[config.mk]
export PLATFORM = sky130hd
export DESIGN_NAME = multi_stepper_pulse_scheduler_unit
export DESIGN_NICKNAME = d
export VERILOG_FILES = /design/src/hw/rtl/msps_pkg.sv /design/src/hw/rtl/msps_alu.sv /design/src/hw/rtl/multi_stepper_pulse_scheduler_unit.sv
export SDC_FILE = /design/constraint.sdc
export NUM_CORES = 2
export LEC_CHECK = 0
export BUFFER_PORTS_ARGS = -buffer_cell sky130_fd_sc_hd__buf_2
export CAP_MARGIN = 5
export CORE_MARGIN = 3
export CORE_UTILIZATION = 50
export CTS_CLUSTER_DIAMETER = 100
export DETAILED_ROUTE_END_ITERATION = 10
export GPL_TIMING_DRIVEN = 0
export PLACE_DENSITY = 0.65
export SYNTH_ARGS = -nofsm -noshare
export SYNTH_HDL_FRONTEND = slang
export SYNTH_HIERARCHICAL = 1
export SYNTH_SLANG_ARGS = --single-unit
[constraint.sdc]
create_clock -name i_clk -period 21.7 [get_ports i_clk]
set_input_delay 1.085 -clock i_clk [delete_from_list [all_inputs] [get_ports i_clk]]
set_output_delay 1.085 -clock i_clk [all_outputs]
set_load 0.01 [all_outputs]
[src/hw/rtl/msps_pkg.sv]
// Shared types and constants for the multi-stepper pulse scheduler.
package msps_pkg;

    localparam int NumMotorsDef = 8;
    localparam int MaskW        = 8;
    localparam int DataW        = 32;
    localparam int TickW        = 16;
    localparam int PwW          = 8;
    localparam int TallyW       = 8;
    localparam int IdxW         = 8;
    localparam int CfgIdxW      = 2;
    localparam int InDataW      = 120;
    localparam int OutDataW     = 24;

    localparam logic [TickW-1:0] TickLengthRst = 16'd100;
    localparam logic [DataW-1:0] MinPeriodRst  = 32'd100;
    localparam logic [DataW-1:0] MaxPeriodRst  = 32'd100000;

    typedef enum logic [1:0] {
        OP_TICK  = 2'd0,
        OP_LOAD  = 2'd1,
        OP_FLAGS = 2'd2,
        OP_NONE  = 2'd3
    } t_op;

    typedef enum logic [1:0] {
        ST_OK          = 2'd0,
        ST_BAD_INDEX   = 2'd1,
        ST_ZERO_PERIOD = 2'd2
    } t_status;

    typedef enum logic [CfgIdxW-1:0] {
        CFG_TICK_LENGTH      = 2'd0,
        CFG_MIN_PERIOD       = 2'd1,
        CFG_MAX_PERIOD       = 2'd2,
        CFG_STEPS_PER_UPDATE = 2'd3
    } t_cfg_idx;

    // Request to the shared adder
    typedef struct packed {
        logic [DataW-1:0] a;
        logic [DataW-1:0] b;
        logic             sub;
    } t_alu_req;

    // Compare results for the motor being visited
    typedef struct packed {
        logic due;
        logic ge_min;
        logic ge_max;
    } t_cmp;

endpackage

[src/hw/rtl/msps_alu.sv]
// Shared adder and compare unit used for every motor in turn.
module msps_alu import msps_pkg::*; (
    input  t_alu_req         i_req,
    input  logic [DataW-1:0] i_countdown,
    input  logic [TickW-1:0] i_tick,
    input  logic [DataW-1:0] i_period,
    input  logic [DataW-1:0] i_min,
    input  logic [DataW-1:0] i_max,
    output logic [DataW-1:0] o_sum,
    output t_cmp             o_cmp
);

    // One 32-bit add/subtract, wrapping
    always_comb begin
        if (i_req.sub) begin
            o_sum = i_req.a - i_req.b;
        end else begin
            o_sum = i_req.a + i_req.b;
        end
    end

    // Step due test and ramp limit tests
    always_comb begin
        o_cmp.due    = (i_countdown <= {{(DataW-TickW){1'b0}}, i_tick});
        o_cmp.ge_min = (i_period >= i_min);
        o_cmp.ge_max = (i_period >= i_max);
    end

endmodule

[src/hw/rtl/multi_stepper_pulse_scheduler_unit.sv]
// Top level of the multi-stepper step pulse scheduler with shared ramp.
//
//  Channel  | Direction | Handshake              | Payload
//  ---------+-----------+------------------------+--------------------------------------
//  s_axis   | in        | tvalid/tready          | tuser op, tdata motion and flag fields
//  m_axis   | out       | tvalid/tready          | tdata step mask, error mask, status
//  i_cfg    | in        | i_cfg_we (no wait)     | i_cfg_index, i_cfg_data
//
// Load, flags and unused op beats go from accept to the finish state and the result.
// A tick walks the motors in order through one shared adder: an idle or counting
// motor takes only the evaluate state, a step adds the reload state, and a step
// with a ramp subtract passes update before reload. One beat is in work at a time.
// Synchronous active-low reset clears all motor state and loads config defaults.
// A result waits in the output register; the next beat is taken meanwhile.
module multi_stepper_pulse_scheduler_unit import msps_pkg::*; #(
    parameter int NUM_MOTORS = NumMotorsDef
) (
    input  logic                i_clk,
    input  logic                i_rst_n,
    // config write port
    input  logic                i_cfg_we,
    input  logic [CfgIdxW-1:0]  i_cfg_index,
    input  logic [DataW-1:0]    i_cfg_data,
    // input beats
    input  logic                s_axis_tvalid,
    output logic                s_axis_tready,
    // [1:0] op
    input  logic [1:0]          s_axis_tuser,
    // [7:0] motor_index, [39:8] step_count, [71:40] step_period,
    // [103:72] accel_amount, [111:104] pulse_width, [112] enable_in,
    // [113] stop_in, [114] error_in, [119:115] zero
    input  logic [InDataW-1:0]  s_axis_tdata,
    // result beats
    output logic                m_axis_tvalid,
    input  logic                m_axis_tready,
    // [7:0] step_mask, [15:8] error_mask, [17:16] status, [23:18] zero
    output logic [OutDataW-1:0] m_axis_tdata
);

    localparam int MotW = (NUM_MOTORS > 1) ? $clog2(NUM_MOTORS) : 1;
    localparam logic [MotW-1:0] LastMotor = MotW'(NUM_MOTORS - 1);

    typedef enum logic [4:0] {
        S_IDLE   = 5'b00001,
        S_EVAL   = 5'b00010,
        S_UPDATE = 5'b00100,
        S_RELOAD = 5'b01000,
        S_FINISH = 5'b10000
    } t_state;

    // Control and config
    t_state                 r_state;
    logic [MotW-1:0]        r_motor;
    logic [MaskW-1:0]       r_step_mask;
    t_status                r_status;
    logic [TallyW-1:0]      r_tally;
    logic [TickW-1:0]       r_tick_length;
    logic [DataW-1:0]       r_min_period;
    logic [DataW-1:0]       r_max_period;
    logic [TallyW-1:0]      r_steps_per_update;
    logic                   r_out_valid;
    logic [OutDataW-1:0]    r_out_data;

    // Per-motor state
    logic [DataW-1:0]       r_steps_left [NUM_MOTORS];
    logic [DataW-1:0]       r_countdown  [NUM_MOTORS];
    logic [DataW-1:0]       r_period     [NUM_MOTORS];
    logic [DataW-1:0]       r_accel      [NUM_MOTORS];
    logic [PwW-1:0]         r_pulse      [NUM_MOTORS];
    logic [NUM_MOTORS-1:0]  r_enabled;
    logic [NUM_MOTORS-1:0]  r_stopped;
    logic [NUM_MOTORS-1:0]  r_faulted;

    // Input field views
    t_op                    w_op;
    logic [IdxW-1:0]        w_idx;
    logic [DataW-1:0]       w_count;
    logic [DataW-1:0]       w_per;
    logic [DataW-1:0]       w_acc;
    logic [PwW-1:0]         w_pw;
    logic                   w_en_in;
    logic                   w_stop_in;
    logic                   w_err_in;
    logic [MotW-1:0]        w_slot;
    logic                   w_bad_idx;

    logic                   w_in_acc;
    logic                   w_out_free;
    logic                   w_last;
    logic                   w_active;
    logic [TallyW-1:0]      n_tally;
    logic                   w_tally_hit;
    logic [DataW-1:0]       w_reload_off;
    logic [MaskW-1:0]       w_err_mask;
    logic [MaskW-1:0]       n_step_mask;
    t_alu_req               w_req;
    logic [DataW-1:0]       w_sum;
    t_cmp                   w_cmp;

    assign w_op      = t_op'(s_axis_tuser);
    assign w_idx     = s_axis_tdata[7:0];
    assign w_count   = s_axis_tdata[39:8];
    assign w_per     = s_axis_tdata[71:40];
    assign w_acc     = s_axis_tdata[103:72];
    assign w_pw      = s_axis_tdata[111:104];
    assign w_en_in   = s_axis_tdata[112];
    assign w_stop_in = s_axis_tdata[113];
    assign w_err_in  = s_axis_tdata[114];
    assign w_slot    = w_idx[MotW-1:0];
    assign w_bad_idx = (w_idx >= IdxW'(NUM_MOTORS));

    // Handshakes
    assign s_axis_tready = (r_state == S_IDLE);
    assign w_in_acc      = s_axis_tvalid & s_axis_tready;
    assign w_out_free    = ~r_out_valid | m_axis_tready;
    assign m_axis_tvalid = r_out_valid;
    assign m_axis_tdata  = r_out_data;

    // Motor being visited
    assign w_last      = (r_motor == LastMotor);
    assign w_active    = r_enabled[r_motor] & ~r_stopped[r_motor]
                         & (r_steps_left[r_motor] != '0);
    assign n_tally     = r_tally + TallyW'(1);
    assign w_tally_hit = (n_tally == r_steps_per_update);
    assign n_step_mask = r_step_mask | (MaskW'(1) << r_motor);
    assign w_reload_off = {{(DataW-TickW){1'b0}}, r_tick_length}
                          - {{(DataW-PwW){1'b0}}, r_pulse[r_motor]};

    // Error flags onto the fixed-width mask
    for (genvar g = 0; g < MaskW; g++) begin : g_err
        if (g < NUM_MOTORS) begin : g_on
            assign w_err_mask[g] = r_faulted[g];
        end else begin : g_off
            assign w_err_mask[g] = 1'b0;
        end
    end

    // Operand selection for the shared adder
    always_comb begin
        unique case (r_state)
            S_UPDATE: begin
                w_req.a   = r_period[r_motor];
                w_req.b   = r_accel[r_motor];
                w_req.sub = 1'b1;
            end
            S_RELOAD: begin
                w_req.a   = r_period[r_motor];
                w_req.b   = w_reload_off;
                w_req.sub = 1'b0;
            end
            default: begin
                w_req.a   = r_countdown[r_motor];
                w_req.b   = {{(DataW-TickW){1'b0}}, r_tick_length};
                w_req.sub = 1'b1;
            end
        endcase
    end

    msps_alu u_alu (
        .i_req       (w_req),
        .i_countdown (r_countdown[r_motor]),
        .i_tick      (r_tick_length),
        .i_period    (r_period[r_motor]),
        .i_min       (r_min_period),
        .i_max       (r_max_period),
        .o_sum       (w_sum),
        .o_cmp       (w_cmp)
    );

    // Sequencer, motor state and output register
    always_ff @(posedge i_clk) begin
        if (!i_rst_n) begin
            r_state            <= S_IDLE;
            r_motor            <= '0;
            r_step_mask        <= '0;
            r_status           <= ST_OK;
            r_tally            <= '0;
            r_tick_length      <= TickLengthRst;
            r_min_period       <= MinPeriodRst;
            r_max_period       <= MaxPeriodRst;
            r_steps_per_update <= '0;
            r_out_valid        <= 1'b0;
            r_enabled          <= '0;
            r_stopped          <= '0;
            r_faulted          <= '0;
            for (int i = 0; i < NUM_MOTORS; i++) begin
                r_steps_left[i] <= '0;
                r_countdown[i]  <= '0;
                r_period[i]     <= '0;
                r_accel[i]      <= '0;
                r_pulse[i]      <= '0;
            end
        end else begin
            // config writes
            if (i_cfg_we) begin
                unique case (i_cfg_index)
                    CFG_TICK_LENGTH:      r_tick_length      <= i_cfg_data[TickW-1:0];
                    CFG_MIN_PERIOD:       r_min_period       <= i_cfg_data;
                    CFG_MAX_PERIOD:       r_max_period       <= i_cfg_data;
                    CFG_STEPS_PER_UPDATE: r_steps_per_update <= i_cfg_data[TallyW-1:0];
                endcase
            end

            // result beat taken; a finishing beat refills the register instead
            if (m_axis_tvalid && m_axis_tready && (r_state != S_FINISH)) begin
                r_out_valid <= 1'b0;
            end

            unique case (r_state)
                S_IDLE: begin
                    if (w_in_acc) begin
                        r_step_mask <= '0;
                        r_status    <= ST_OK;
                        r_motor     <= '0;
                        unique case (w_op)
                            OP_TICK: begin
                                r_state <= S_EVAL;
                            end
                            OP_LOAD: begin
                                r_state <= S_FINISH;
                                if (w_bad_idx) begin
                                    r_status <= ST_BAD_INDEX;
                                end else begin
                                    r_steps_left[w_slot] <= w_count;
                                    r_countdown[w_slot]  <= '0;
                                    if (w_per == '0) begin
                                        r_status <= ST_ZERO_PERIOD;
                                    end else begin
                                        r_period[w_slot] <= w_per;
                                        r_accel[w_slot]  <= w_acc;
                                        r_pulse[w_slot]  <= w_pw;
                                    end
                                end
                            end
                            OP_FLAGS: begin
                                r_state <= S_FINISH;
                                if (w_bad_idx) begin
                                    r_status <= ST_BAD_INDEX;
                                end else begin
                                    r_enabled[w_slot] <= w_en_in;
                                    r_stopped[w_slot] <= w_stop_in;
                                    r_faulted[w_slot] <= w_err_in;
                                end
                            end
                            OP_NONE: begin
                                r_state <= S_FINISH;
                            end
                        endcase
                    end
                end

                // decide step, clamp the ramp, or count down
                S_EVAL: begin
                    if (w_active && w_cmp.due) begin
                        r_step_mask <= n_step_mask;
                        if (w_tally_hit) begin
                            r_tally <= '0;
                            if (!w_cmp.ge_min) begin
                                r_period[r_motor] <= r_min_period;
                                r_state           <= S_RELOAD;
                            end else if (w_cmp.ge_max) begin
                                r_period[r_motor]  <= r_max_period;
                                r_faulted[r_motor] <= 1'b1;
                                r_state            <= S_RELOAD;
                            end else begin
                                r_state <= S_UPDATE;
                            end
                        end else begin
                            r_tally <= n_tally;
                            r_state <= S_RELOAD;
                        end
                    end else begin
                        if (w_active) begin
                            r_countdown[r_motor] <= w_sum;
                        end
                        if (w_last) begin
                            r_state <= S_FINISH;
                        end else begin
                            r_motor <= r_motor + MotW'(1);
                        end
                    end
                end

                // period minus acceleration
                S_UPDATE: begin
                    r_period[r_motor] <= w_sum;
                    r_state           <= S_RELOAD;
                end

                // reload countdown and use up one step
                S_RELOAD: begin
                    r_countdown[r_motor]  <= w_sum;
                    r_steps_left[r_motor] <= r_steps_left[r_motor] - DataW'(1);
                    if (w_last) begin
                        r_state <= S_FINISH;
                    end else begin
                        r_motor <= r_motor + MotW'(1);
                        r_state <= S_EVAL;
                    end
                end

                // hand the result to the output register
                S_FINISH: begin
                    if (w_out_free) begin
                        r_out_valid <= 1'b1;
                        r_out_data  <= {{(OutDataW-2*MaskW-2){1'b0}}, r_status,
                                        w_err_mask, r_step_mask};
                        r_state     <= S_IDLE;
                    end
                end

                default: begin
                    r_state <= S_IDLE;
                end
            endcase
        end
    end

endmodule

==> metrics.md <==
| Metric | Value |
|---|---|
| Initial antenna violation count | 21 |
| Routed vias | 43500 |
| CP top delay family | buffers and inverters |
| Worst VDD drop | 82.6 uV |
| Top cell by count, worst path | buf_2 |
| Final #Nets | 5390 |
| HP Class | flop to flop |
| Worst skew pair latency | 760 ps |
| Maxcap violations | 0 |
| Crit start category | flop |
| Endpoint type of the worst setup path | flop |
| Commonest non-fill, non-tap cell in the layout | edfxtp_1 |
| Input/output buffers | 171 |
| WHS Endpoint | m_axis_tdata[2]$_DFFE_PP_ |
| Int Pwr | 4.10 mW |
| Final setup fails | 0 |
| Max Freq | 75.2 MHz |
| Crit-path max FO | 10 |
| Post-synthesis instance total | 4731 |
| Hold buffers post-CTS | 0 |
| Outcome | complete, no violations |
| Max-slew violation count | 0 |
| Post-synth EDFFs | 1106 |
| Yosys cell types | 93 |
| Drt wl/cell | 30.6 um |
| TritonCTS clock tree | yes |
| Hold path cells | 0 |
| First-pass GRT wire length | 297 mm |
| Postcts setup bufs | 0 |
| Placer's final routability congestion estimate | 0.993 |
| Largest stage delay, worst path | 1010 ps |
| RSZ-0062 raised after global routing | false |
| Total iterations of the first detailed-routing run | 8 |
| Drt initial violations | 5962 |
| Core area | 122000 sq um |
| Hold Startpoint | r_step_mask[2]$_SDFFE_PN0P_ |
| Post-route DRC | 0 |
| H-tree levels | 4 |
| Max clock buf depth | 3 |
| Clk sinks | 1248 |
| Cell Pwr Density | 76.8 nW/um^2 |
| # rows | 128 |
| Vias in the first global route | 42500 |
| Largest net degree at the start of global routing | 32 |
| Root buffer cell | clkbuf_16 |
| Final min period | 13300 ps |
| CP arrival | 13770 ps |
| Die width | 357 um |
| GRT Util Overall | 32.6% |
| Final antenna-violating net count | 0 |
| Max-slew headroom at the worst pin | 3.87% |
| Least-Margin Pin Slew | 1430 ps |
| Leakage | 26.0 nW |
| Flop-to-flop setup slack | 8400 ps |
| Design Power | 5.37 mW |
| Data required time at the worst endpoint | 22170 ps |
| Worst Skew | 34.8 ps |
| Post-synthesis sequential area ratio | 58.6% |
| HPWL after DPL | 150 mm |
| Sw frac | 23.6% |
| Post-cts sizing count | 0 |
| Leading register cell type out of synthesis | edfxtp_1 |
| Bufs and invs on worst path | 10 |
| Die area | 127000 sq um |
| R2r endpoint | r_period[4][30]$_SDFFCE_PN0P_ |
| Num ports | 187 |
| Highest-count cells in the layout ignoring fill and taps | edfxtp_1 (1106), nor2_1 (643), and3_1 (328) |
| Die Height | 357 um |
| Ratio of cells with drive above 1 in the final layout | 18.5% |
| Initial Util | 50.4% |
| Remaining Overflow, GRT | 0 |
| Mapped cell area | 61500 sq um |
| Combinational fraction of design power | 6.9% |
| Number of synthesized register bits | 1248 |
| Setup TNS Final | 0 ps |
| Path depth of the worst reg2reg path | 41 |
| Layout area overhead | 13.6% |
| Final Hold Viols | 0 |
| Fin crit share | 61.3% |
| Clk slew on worst S/H paths | 70 ps |
| Crit Path Class | flop to flop |
| FFs w/ async S/R, synth | 0% |
| Worst path slowest cell | buf_1 |
| CTS buffer count | 137 |
| Clock network power share | 42.7% |
| Synth Warn # | 6 |
| Sw Pwr | 1.27 mW |
| Seq pwr share | 50.4% |
| Syn_area_per_cell | 13.0 sq um |
| Via/cell ratio | 6.36 |
| Total wire length | 209 mm |
## power groups by stage
stage / combinational (mW) / sequential (mW) / clock (mW)
5_1_grt: 0.385 / 2.71 / 2.39
4_1_cts: 0.359 / 2.71 / 2.30
3_3_place_gp: 0.335 / 2.76 / 0
3_5_place_dp: 0.358 / 2.76 / 0
2_1_floorplan: 0.192 / 2.75 / 0
6_report: 0.368 / 2.71 / 2.29
## routing by layer
layer | global-route usage (%) | share of wire (%) | wire, um | vias to the layer above
li1 | - | - | - | 18500
met3 | 8.14 | 12 | 24400 | 497
met5 | 0 | 0.011 | 22 | -
met1 | 44.2 | 38 | 80400 | 21800
met4 | 15.3 | 4.9 | 10300 | 4
met2 | 49.5 | 45 | 93900 | 2740
## per-stage QoR
stage	std cells	hold slack, ps	utilization (%)	worst slack [ps]	instance area, sq um
2_1_floorplan	4736	402	-	12370	61600
3_3_place_gp	6532	416	52.8	8000	64500
3_5_place_dp	6581	420	53.7	8650	65500
4_1_cts	6822	442	57.2	8550	69800
5_1_grt	6828	445	57.2	7940	69900
6_report	6840	444	57.3	8400	69900
## cell families after synthesis
group / Yosys count / synth area share (%)
AND/OR/NAND/NOR: 1795 / 14.4
AO/OA/AOI/OAI: 535 / 6.26
other: 1 / 0.00609
buffers and inverters: 433 / 2.84
adder cells (fa/ha/maj): 131 / 2.69
multiplexers: 490 / 13.8
flip-flops: 1248 / 58.6
XOR/XNOR: 98 / 1.41
## sequential cells by signal, summed over array words and instances, names as in the netlist, 3 cells and up, named ones only
signal and count:
r_steps_per_update 8, r_tick_length 16, r_tally 8, r_accel 256
r_steps_left 256, r_state 5, r_pulse 64, r_max_period 32
r_motor 3, r_countdown 256, r_enabled 8, r_period 256
r_stopped 8, r_faulted 8, r_min_period 32, m_axis_tdata 18
r_step_mask 8
## cells in the mapped netlist (all sizes together) (102+ instances only)
library cell  instances  share of area [%]
ha                  129                2.6
nand2               278                1.7
inv                 111               0.68
nor2                644                3.9
edfxtp             1106                 54
a21oi               177                1.4
and3                328                3.3
mux4                274                 10
mux2                114                2.1
mux2i               102                1.7
dfxtp               142                4.6
and2                264                2.7
clkbuf              237                1.4
## layout make-up
type                       count  area (sq um)
clock buffer                 170          3660
fill                       10000         52100
buffer                       322          1330
inverter                     111           417
antenna                       15          37.5
sequential                  1248         36100
clock inverter                71           643
tap                         1625          2030
timing repair buffer         223          1840
multi-input combinational   3055         23900
## worst max-delay path by stage
| stage | endpoint | depth (start not counted) | start | slack [ps] |
|---|---|---|---|---|
| final | r_period[4][30]$_SDFFCE_PN0P_ | 41 | flop | 8400 |
| after global routing | r_period[2][30]$_SDFFCE_PN0P_ | 41 | flop | 7940 |
| after CTS | r_period[2][30]$_SDFFCE_PN0P_ | 41 | flop | 8550 |
| after detailed placement | r_period[4][30]$_SDFFCE_PN0P_ | 41 | flop | 8650 |
| after global placement | r_period[4][30]$_SDFFCE_PN0P_ | 41 | flop | 8000 |
| after floorplan | r_period[0][30]$_SDFFCE_PN0P_ | 42 | flop | 12370 |
## worst register-to-register path, delay by kind of cell (launching register included)
| kind | cells | cell delay, ps |
|---|---|---|
| XOR/XNOR | 2 | 450 |
| buffers and inverters | 10 | 4880 |
| flip-flops | 1 | 480 |
| AO/OA/AOI/OAI | 18 | 4020 |
| AND/OR/NAND/NOR | 7 | 1870 |
| multiplexers | 1 | 310 |
| adder cells (fa/ha/maj) | 3 | 990 |
Note: power is estimated with default switching activity, not from simulation.
